<file path="config.mk">
export PLATFORM = sky130hd
export DESIGN_NAME = stop_and_wait_arq_endpoint
export DESIGN_NICKNAME = d
export VERILOG_FILES = /design/src/rtl/saw_pkg.sv /design/src/rtl/saw_front.sv /design/src/rtl/saw_queue.sv /design/src/rtl/saw_back.sv /design/src/rtl/stop_and_wait_arq_endpoint.sv
export SDC_FILE = /design/constraint.sdc
export NUM_CORES = 1
export LEC_CHECK = 0
export ABC_AREA = 0
export BUFFER_PORTS_ARGS = -buffer_cell sky130_fd_sc_hd__clkbuf_2
export CAP_MARGIN = 0
export CORE_ASPECT_RATIO = 1.75
export CORE_UTILIZATION = 50
export DETAILED_ROUTE_END_ITERATION = 10
export GPL_TIMING_DRIVEN = 0
export PLACE_DENSITY = 0.77
export SLEW_MARGIN = 15
export SYNTH_ARGS = -nofsm -noshare
export SYNTH_HDL_FRONTEND = slang
export SYNTH_SLANG_ARGS = --single-unit
</file>
<file path="constraint.sdc">
create_clock -name i_clk -period 9.5 [get_ports i_clk]
set_input_delay 2.85 -clock i_clk [delete_from_list [all_inputs] [get_ports i_clk]]
set_output_delay 2.85 -clock i_clk [all_outputs]
set_load 0.02 [all_outputs]
</file>
<file path="src/rtl/saw_pkg.sv">
package saw_pkg;

    // Input event kinds.
    typedef enum logic [1:0] {
        KIND_START  = 2'd0,
        KIND_TICK   = 2'd1,
        KIND_DATA   = 2'd2,
        KIND_ACK    = 2'd3
    } t_kind;

    // Result types.
    localparam logic [1:0] TYPE_DATA  = 2'd0;
    localparam logic [1:0] TYPE_HELLO = 2'd1;
    localparam logic [1:0] TYPE_ACK   = 2'd2;

    // Configuration register indexes.
    localparam int CfgIndexW = 3;
    localparam logic [CfgIndexW-1:0] CFG_MY_ADDRESS     = 3'd0;
    localparam logic [CfgIndexW-1:0] CFG_PEER_ADDRESS   = 3'd1;
    localparam logic [CfgIndexW-1:0] CFG_START_DELAY    = 3'd2;
    localparam logic [CfgIndexW-1:0] CFG_NEXT_SEND      = 3'd3;
    localparam logic [CfgIndexW-1:0] CFG_HELLO_PERIOD   = 3'd4;
    localparam logic [CfgIndexW-1:0] CFG_RETX_TIMEOUT   = 3'd5;

    localparam int CfgDataW = 32;
    localparam int TimerW   = 16;

    // Result queue between front and back.
    localparam int QueueDepth = 4;
    localparam int QueuePtrW  = $clog2(QueueDepth);
    localparam int QueueCntW  = $clog2(QueueDepth + 1);

    typedef struct packed {
        logic [1:0]  out_type;
        logic [31:0] sequence_num;
        logic [31:0] source;
        logic [31:0] destination;
        logic        last;
    } t_result;

    // What the front hands to the queue in one cycle: up to two results.
    typedef struct packed {
        logic [1:0] num;
        t_result    first;
        t_result    second;
    } t_push;

endpackage

</file>
<file path="src/rtl/saw_front.sv">
module saw_front (
    input  logic                          i_clk,
    input  logic                          i_rst_n,
    input  logic                          i_cfg_wr_en,
    input  logic [saw_pkg::CfgIndexW-1:0] i_cfg_index,
    input  logic [saw_pkg::CfgDataW-1:0]  i_cfg_data,
    input  logic                          i_valid,
    input  logic                          i_q_busy,
    input  logic [1:0]                    i_kind,
    input  logic [31:0]                   i_rx_sequence,
    input  logic [31:0]                   i_rx_source,
    output saw_pkg::t_push                o_push
);

    logic [31:0]                r_my_address;
    logic [31:0]                r_peer_address;
    logic [saw_pkg::TimerW-1:0] r_start_delay;
    logic [saw_pkg::TimerW-1:0] r_next_send;
    logic [saw_pkg::TimerW-1:0] r_hello_period;
    logic [saw_pkg::TimerW-1:0] r_retx_timeout;

    logic [31:0]                r_send_seq, n_send_seq;
    logic [31:0]                r_hello_id, n_hello_id;
    logic                       r_data_armed, n_data_armed;
    logic [saw_pkg::TimerW-1:0] r_data_count, n_data_count;
    logic                       r_hello_armed, n_hello_armed;
    logic [saw_pkg::TimerW-1:0] r_hello_count, n_hello_count;

    logic             accept;
    logic             fire_data;
    logic             fire_hello;
    saw_pkg::t_kind   kind;
    saw_pkg::t_result data_res;
    saw_pkg::t_result hello_res;
    saw_pkg::t_result ack_res;

    // A period of zero behaves as one tick.
    function automatic logic [saw_pkg::TimerW-1:0] ticks_of(
        input logic [saw_pkg::TimerW-1:0] n
    );
        return (n == '0) ? saw_pkg::TimerW'(1) : n;
    endfunction

    assign accept = i_valid && !i_q_busy;
    assign kind   = saw_pkg::t_kind'(i_kind);

    // An armed timer always holds a count of one or more, so it fires at one.
    assign fire_data  = r_data_armed && (r_data_count == saw_pkg::TimerW'(1));
    assign fire_hello = r_hello_armed && (r_hello_count == saw_pkg::TimerW'(1));

    always_comb begin
        data_res.out_type     = saw_pkg::TYPE_DATA;
        data_res.sequence_num = r_send_seq;
        data_res.source       = r_my_address;
        data_res.destination  = r_peer_address;
        data_res.last         = !fire_hello;

        hello_res.out_type     = saw_pkg::TYPE_HELLO;
        hello_res.sequence_num = r_hello_id + 32'd1;
        hello_res.source       = r_my_address;
        hello_res.destination  = '0;
        hello_res.last         = 1'b1;

        ack_res.out_type     = saw_pkg::TYPE_ACK;
        ack_res.sequence_num = i_rx_sequence;
        ack_res.source       = r_my_address;
        ack_res.destination  = i_rx_source;
        ack_res.last         = 1'b1;
    end

    always_comb begin
        n_send_seq    = r_send_seq;
        n_hello_id    = r_hello_id;
        n_data_armed  = r_data_armed;
        n_data_count  = r_data_count;
        n_hello_armed = r_hello_armed;
        n_hello_count = r_hello_count;
        o_push.num    = 2'd0;
        o_push.first  = data_res;
        o_push.second = hello_res;

        if (accept) begin
            case (kind)
                saw_pkg::KIND_START: begin
                    if (r_start_delay != '0) begin
                        n_data_armed = 1'b1;
                        n_data_count = r_start_delay;
                    end
                    n_hello_armed = 1'b1;
                    n_hello_count = ticks_of(r_hello_period);
                end
                saw_pkg::KIND_TICK: begin
                    if (fire_data) begin
                        n_data_count = ticks_of(r_retx_timeout);
                    end else if (r_data_armed) begin
                        n_data_count = r_data_count - saw_pkg::TimerW'(1);
                    end
                    if (fire_hello) begin
                        n_hello_id    = r_hello_id + 32'd1;
                        n_hello_count = ticks_of(r_hello_period);
                    end else if (r_hello_armed) begin
                        n_hello_count = r_hello_count - saw_pkg::TimerW'(1);
                    end
                    if (fire_data && fire_hello) begin
                        o_push.num = 2'd2;
                    end else if (fire_data) begin
                        o_push.num = 2'd1;
                    end else if (fire_hello) begin
                        o_push.num   = 2'd1;
                        o_push.first = hello_res;
                    end
                end
                saw_pkg::KIND_DATA: begin
                    o_push.num   = 2'd1;
                    o_push.first = ack_res;
                end
                saw_pkg::KIND_ACK: begin
                    if (i_rx_sequence == r_send_seq) begin
                        n_send_seq   = r_send_seq + 32'd1;
                        n_data_armed = 1'b1;
                        n_data_count = ticks_of(r_next_send);
                    end
                end
                default: begin
                end
            endcase
        end
    end

    always_ff @(posedge i_clk) begin
        if (!i_rst_n) begin
            r_my_address   <= '0;
            r_peer_address <= '0;
            r_start_delay  <= '0;
            r_next_send    <= saw_pkg::TimerW'(3);
            r_hello_period <= saw_pkg::TimerW'(2);
            r_retx_timeout <= saw_pkg::TimerW'(1);
            r_send_seq     <= '0;
            r_hello_id     <= '0;
            r_data_armed   <= 1'b0;
            r_data_count   <= '0;
            r_hello_armed  <= 1'b0;
            r_hello_count  <= '0;
        end else begin
            r_send_seq    <= n_send_seq;
            r_hello_id    <= n_hello_id;
            r_data_armed  <= n_data_armed;
            r_data_count  <= n_data_count;
            r_hello_armed <= n_hello_armed;
            r_hello_count <= n_hello_count;
            if (i_cfg_wr_en) begin
                case (i_cfg_index)
                    saw_pkg::CFG_MY_ADDRESS:   r_my_address   <= i_cfg_data;
                    saw_pkg::CFG_PEER_ADDRESS: r_peer_address <= i_cfg_data;
                    saw_pkg::CFG_START_DELAY:
                        r_start_delay  <= i_cfg_data[saw_pkg::TimerW-1:0];
                    saw_pkg::CFG_NEXT_SEND:
                        r_next_send    <= i_cfg_data[saw_pkg::TimerW-1:0];
                    saw_pkg::CFG_HELLO_PERIOD:
                        r_hello_period <= i_cfg_data[saw_pkg::TimerW-1:0];
                    saw_pkg::CFG_RETX_TIMEOUT:
                        r_retx_timeout <= i_cfg_data[saw_pkg::TimerW-1:0];
                    default: begin
                    end
                endcase
            end
        end
    end

endmodule

</file>
<file path="src/rtl/saw_queue.sv">
module saw_queue (
    input  logic             i_clk,
    input  logic             i_rst_n,
    input  saw_pkg::t_push   i_push,
    input  logic             i_pop,
    output logic             o_busy,
    output logic             o_head_valid,
    output saw_pkg::t_result o_head
);

    saw_pkg::t_result                r_entry [saw_pkg::QueueDepth];
    logic [saw_pkg::QueuePtrW-1:0]   r_wr_ptr, n_wr_ptr;
    logic [saw_pkg::QueuePtrW-1:0]   r_rd_ptr, n_rd_ptr;
    logic [saw_pkg::QueueCntW-1:0]   r_count, n_count;
    logic [saw_pkg::QueuePtrW-1:0]   wr_ptr_next;
    logic                            pop;

    // The front may hand over two results at once, so it waits for two free slots.
    assign o_busy       = r_count > saw_pkg::QueueCntW'(saw_pkg::QueueDepth - 2);
    assign o_head_valid = r_count != '0;
    assign o_head       = r_entry[r_rd_ptr];
    assign pop          = i_pop && o_head_valid;
    assign wr_ptr_next  = r_wr_ptr + saw_pkg::QueuePtrW'(1);

    always_comb begin
        n_wr_ptr = r_wr_ptr + saw_pkg::QueuePtrW'(i_push.num);
        n_rd_ptr = pop ? r_rd_ptr + saw_pkg::QueuePtrW'(1) : r_rd_ptr;
        n_count  = r_count + saw_pkg::QueueCntW'(i_push.num)
                   - saw_pkg::QueueCntW'(pop);
    end

    always_ff @(posedge i_clk) begin
        if (!i_rst_n) begin
            r_wr_ptr <= '0;
            r_rd_ptr <= '0;
            r_count  <= '0;
        end else begin
            r_wr_ptr <= n_wr_ptr;
            r_rd_ptr <= n_rd_ptr;
            r_count  <= n_count;
        end
    end

    always_ff @(posedge i_clk) begin
        if (i_push.num != 2'd0) begin
            r_entry[r_wr_ptr] <= i_push.first;
        end
        if (i_push.num == 2'd2) begin
            r_entry[wr_ptr_next] <= i_push.second;
        end
    end

endmodule

</file>
<file path="src/rtl/saw_back.sv">
module saw_back (
    input  logic             i_clk,
    input  logic             i_rst_n,
    input  logic             i_head_valid,
    input  saw_pkg::t_result i_head,
    output logic             o_pop,
    input  logic             i_stall,
    output logic             o_valid,
    output saw_pkg::t_result o_item
);

    logic             r_valid;
    saw_pkg::t_result r_item;

    // Refill the output register whenever it is empty or its beat leaves now.
    assign o_pop   = i_head_valid && (!r_valid || !i_stall);
    assign o_valid = r_valid;
    assign o_item  = r_item;

    always_ff @(posedge i_clk) begin
        if (!i_rst_n) begin
            r_valid <= 1'b0;
        end else if (o_pop) begin
            r_valid <= 1'b1;
        end else if (!i_stall) begin
            r_valid <= 1'b0;
        end
    end

    always_ff @(posedge i_clk) begin
        if (o_pop) begin
            r_item <= i_head;
        end
    end

endmodule

</file>
<file path="src/rtl/stop_and_wait_arq_endpoint.sv">
// Stop-and-wait ARQ endpoint.
// Input channel (i_in_valid / o_in_stall) carries one event per beat: start,
// timer tick, received data or received ack. Output channel (o_out_valid /
// i_out_stall) carries the headers to send: DATA, HELLO or ACK, with o_out_last
// marking the last result caused by one event.
// The front updates the timers and sequence state in the cycle it takes an
// event and writes zero, one or two results into a four-entry queue. The back
// moves one result per cycle from the queue into the output register.
// An event is taken every cycle as long as the queue has two free slots.
// A result is registered in the queue and then in the output register. Events
// that make two results (both timers firing on one tick) leave the queue one
// at a time, so a long run of them fills the queue and stalls the input. When
// the receiver stalls, the output beat holds and the queue fills; the input
// stalls once fewer than two slots remain free. Reset clears the state, empties
// the queue and the output register, and loads the register defaults. Registers
// are to be written through the cfg port while idle, unenforced by the block.
module stop_and_wait_arq_endpoint (
    input  logic                          i_clk,
    input  logic                          i_rst_n,
    input  logic                          i_cfg_wr_en,
    input  logic [saw_pkg::CfgIndexW-1:0] i_cfg_index,
    input  logic [saw_pkg::CfgDataW-1:0]  i_cfg_data,
    input  logic                          i_in_valid,
    output logic                          o_in_stall,
    input  logic [1:0]                    i_kind,
    input  logic [31:0]                   i_rx_sequence,
    input  logic [31:0]                   i_rx_source,
    output logic                          o_out_valid,
    input  logic                          i_out_stall,
    output logic [1:0]                    o_out_type,
    output logic [31:0]                   o_out_sequence,
    output logic [31:0]                   o_out_source,
    output logic [31:0]                   o_out_destination,
    output logic                          o_out_last
);

    saw_pkg::t_push   push;
    saw_pkg::t_result head;
    saw_pkg::t_result out_item;
    logic             q_busy;
    logic             head_valid;
    logic             pop;

    assign o_in_stall = q_busy;

    saw_front u_front (
        .i_clk         (i_clk),
        .i_rst_n       (i_rst_n),
        .i_cfg_wr_en   (i_cfg_wr_en),
        .i_cfg_index   (i_cfg_index),
        .i_cfg_data    (i_cfg_data),
        .i_valid       (i_in_valid),
        .i_q_busy      (q_busy),
        .i_kind        (i_kind),
        .i_rx_sequence (i_rx_sequence),
        .i_rx_source   (i_rx_source),
        .o_push        (push)
    );

    saw_queue u_queue (
        .i_clk        (i_clk),
        .i_rst_n      (i_rst_n),
        .i_push       (push),
        .i_pop        (pop),
        .o_busy       (q_busy),
        .o_head_valid (head_valid),
        .o_head       (head)
    );

    saw_back u_back (
        .i_clk        (i_clk),
        .i_rst_n      (i_rst_n),
        .i_head_valid (head_valid),
        .i_head       (head),
        .o_pop        (pop),
        .i_stall      (i_out_stall),
        .o_valid      (o_out_valid),
        .o_item       (out_item)
    );

    assign o_out_type        = out_item.out_type;
    assign o_out_sequence    = out_item.sequence_num;
    assign o_out_source      = out_item.source;
    assign o_out_destination = out_item.destination;
    assign o_out_last        = out_item.last;

endmodule
</file>
==> impl_metrics.tcl <==
set metrics [dict create \
    worst_slew_pin_slew_ns 1.222 \
    synth_edf_count 355 \
    preCtsSetupSlack_ns 2.573 \
    vias_per_cell 6.368 \
    regToRegSetupSlack_ns 3.37 \
    reg2reg_depth 15 \
    synth-seq-cells 729 \
    fp-row-count 121 \
    crit_path_max_incr_delay_ns 0.59 \
    syn_inst 2693 \
    drt_iter0_drc 2137 \
    start_util_pct 50.57 \
    hold_class "register to register" \
    synth.net_count 2818 \
    crit_path_cell_trace "clkbuf_2 > inv_1 > ha_1 > clkbuf_1 > a21oi_1 > nor2_1 > and3_1 > clkbuf_1 > nor2_1 > inv_1 > clkbuf_4 > buf_12 > and2_1" \
    grt_pass1_vias 24580 \
    die_w_um 191.4 \
    critPathTopFamily "buffers and inverters" \
    cts_resized 0 \
    yosysSeqAreaShare_pct 57.81 \
    cts-root-buf "clkbuf_16" \
    grt_overflow 0 \
    ant_nets 0 \
    drc_errors 0 \
    min-delay-start "u_front.r_peer_address[23]$_SDFFE_PN0P_" \
    hpwl_um 73210 \
    fmax_mhz 155.3 \
    dominantRegCellSynth "dfxtp_1" \
    grt_max_degree 43 \
    hold_buffers 0 \
    leakage_nw 12.12 \
    maxSlewHeadroom_pct 17.78 \
    crit_buf_inv 7 \
    yosys-top-cells-area "edfxtp_1, dfxtp_1, mux4_2" \
    drv_cap 0 \
    start_kind "input pin" \
    area_growth_pct 14.62 \
    core_um2 62070 \
    fin_crit_ns 6.438 \
    layout-drive-gt1-share_pct 16.30 \
    path_max_fanout 42 \
    die-area_um2 63820 \
    drtPass1Iterations 8 \
    ys_warn_count 0 \
    rsz0062_at_grt "no" \
    setup_slack_ns 3.062 \
    insertion_delay_ns 0.62 \
    grtUsageTotal_pct 30.84 \
    wl_per_cell_um 26.07 \
    path_clk_slew_ns 0.07 \
    synth.avg_cell_area_um2 11.66 \
    hold_viol 0 \
    portBuffers 206 \
    fillers 5034 \
    clockBufferDepth 3 \
    finalMaxSlewViolations 0 \
    worstSetupPathType "input pin to register" \
    synth_top_area_share_pct 33.96 \
    cts_tree "built" \
    hold_depth 2 \
    postSynth.asyncResetShare_pct 0 \
    num_io_pins 207 \
    die_y_um 333.5 \
    tns_ns 0 \
    nNetsFinal 3102 \
    hold_ws_ns 0.4560 \
    totalWireLength_um 99860 \
    worstReg2RegEnd "u_queue.r_entry[3][43]$_DFFE_PP_" \
    post_cts_buffers 0 \
    cp-end-kind "register" \
    cp.required_ns 9.85 \
    cts_buffers 66 \
    power_w 0.008445 \
    clock_skew_ns 0.02746 \
    syn_area_um2 31390 \
    fin_crit_sh_pct 67.77 \
    slowest_stage "nor2_1" \
    hold_path_end "u_front.r_peer_address[23]$_SDFFE_PN0P_" \
    crit_start "i_kind[1]" \
    vdd_drop_max_mv 0.2172 \
    grt_pass1_wl_um 147000 \
    routed-via-count 24400 \
    antenna_found_initial 3 \
    htreeDepth 3 \
    cts_sinks 729 \
    reg2reg_from "u_front.r_data_count[10]$_SDFFE_PN0P_" \
    setup_violations 0 \
    status "complete, no violations" \
    power_density_nw_per_um2 234.7 \
    place_congestion 0.9469 \
    ys_types 74 \
    synth.largest_area_cell "edfxtp_1" \
    worstPathArrival_ns 6.79 \
]
[how the worst max path moves through the flow]
| stage | endpoint | cells after the start | slack, ns |
|---|---|---|---|
| 2_1_floorplan | u_queue.r_count[2]$_SDFF_PN0_ | 9 | 2.19 |
| 3_3_place_gp | u_queue.r_entry[0][57]$_DFFE_PP_ | 10 | 0.05 |
| 3_5_place_dp | u_queue.r_entry[2][51]$_DFFE_PP_ | 10 | 2.57 |
| 4_1_cts | u_queue.r_entry[2][58]$_DFFE_PP_ | 10 | 3.17 |
| 5_1_grt | u_queue.r_entry[3][58]$_DFFE_PP_ | 13 | 2.86 |
| 6_report | u_queue.r_entry[3][58]$_DFFE_PP_ | 13 | 3.06 |
[worst reg2reg max path: cells and delay by family, from the launching register on]
| family | cells | cell delay [ns] |
|---|---|---|
| and+or+nand+nor | 7 | 2.43 |
| buffers and inverters | 6 | 2.33 |
| DFF | 1 | 0.40 |
| adders and majority gates | 1 | 0.39 |
| AOI/OAI and AO/OA | 1 | 0.18 |
[cells in the final DEF, fill, tap and decap left out, types with 65 or more instances in the layout]
cell         n
a21oi_1    185
a22o_1     177
and2_1     136
clkbuf_1   164
clkbuf_16   68
clkbuf_2   206
dfxtp_1    374
edfxtp_1   355
mux4_2      99
nand2_1    332
nor2_1      92
o21ai_0     65
o22ai_1    125
[cells by family (layout without fill, tap and decap cells)]
kind of cell | after synthesis | after routing | share of synthesized area [%]
adder cells (fa/ha/maj) | 19 | 19 | 0.7813
multiplexers | 111 | 111 | 7.498
AO/OA/AOI/OAI | 682 | 682 | 15.14
AND/OR/NAND/NOR | 833 | 833 | 13.18
flip-flops | 729 | 729 | 57.81
buffers and inverters | 224 | 562 | 2.930
other | 0 | 1 | 0
XOR/XNOR | 95 | 95 | 2.651
[final cells by class]
class | count | area [um2] | area share [%]
inverter | 35 | 131.4 | 0.3652
tap | 799 | 999.7 | 2.779
clock inverter | 40 | 466.7 | 1.297
antenna | 1 | 2.502 | 0.006955
buffer | 189 | 803.3 | 2.233
sequential | 729 | 18150 | 50.44
timing repair buffer | 216 | 1261 | 3.505
multi-input combinational | 1740 | 12370 | 34.39
clock buffer | 82 | 1794 | 4.987
[per-layer routing]
metal / global-route usage [%] / part of all wire [%] / routed length [um]
met1: 33.69 / 35 / 34730
met2: 53.60 / 50 / 50300
met3: 4.820 / 7.0 / 7016
met4: 22.46 / 7.8 / 7796
met5: 0 / 0.013 / 13
[flip-flops by register name, summed over array words and instances, names as in the netlist]
signal	flops
u_queue.r_entry	396
u_back.o_item	99
u_front.r_hello_id	32
u_front.r_my_address	32
u_front.r_peer_address	32
u_front.r_send_seq	32
u_front.r_data_count	16
u_front.r_hello_count	16
u_front.r_hello_period	16
u_front.r_next_send	16
u_front.r_retx_timeout	16
u_front.r_start_delay	16
u_queue.r_count	3
u_queue.r_rd_ptr	2
u_queue.r_wr_ptr	2
u_back.o_valid	1
u_front.r_data_armed	1
u_front.r_hello_armed	1
[Yosys cell counts (all sizes together), types with 4 or more instances]
library cell / instances
a211oi: 5
a21oi: 190
a22o: 177
a22oi: 34
a311oi: 6
a41oi: 4
and2: 136
and3: 19
and4: 4
buf: 31
clkbuf: 158
dfxtp: 374
edfxtp: 355
ha: 18
inv: 34
mux2i: 9
mux4: 99
nand2: 333
nand2b: 15
nand3: 61
nand3b: 5
nand4: 26
nor2: 94
nor2b: 5
nor3: 42
nor4: 31
o211ai: 14
o21ai: 69
o22a: 4
o22ai: 125
o311ai: 5
o31ai: 22
o41ai: 7
or3: 29
or4: 17
xnor2: 62
xor2: 33
[where the power goes]
group	switching (W)	internal, W	total, W	leakage, nW
Sequential	0.000150	0.00369	0.00384	6.39
Clock	0.00125	0.00158	0.00283	1.10
Combinational	0.00110	0.000676	0.00177	4.63
Total	0.00249	0.00595	0.00844	12.1
[metrics by stage]
step / cell area [um2] / instances / util [%]
after floorplan: 31390 / 2693 / -
after global placement: 33420 / 3698 / 53.85
after detailed placement: 33700 / 3708 / 54.29
after CTS: 35960 / 3830 / 57.94
after global routing: 35980 / 3831 / 57.96
final: 35980 / 3831 / 57.96
Note: power is estimated with default switching activity, not from simulation.
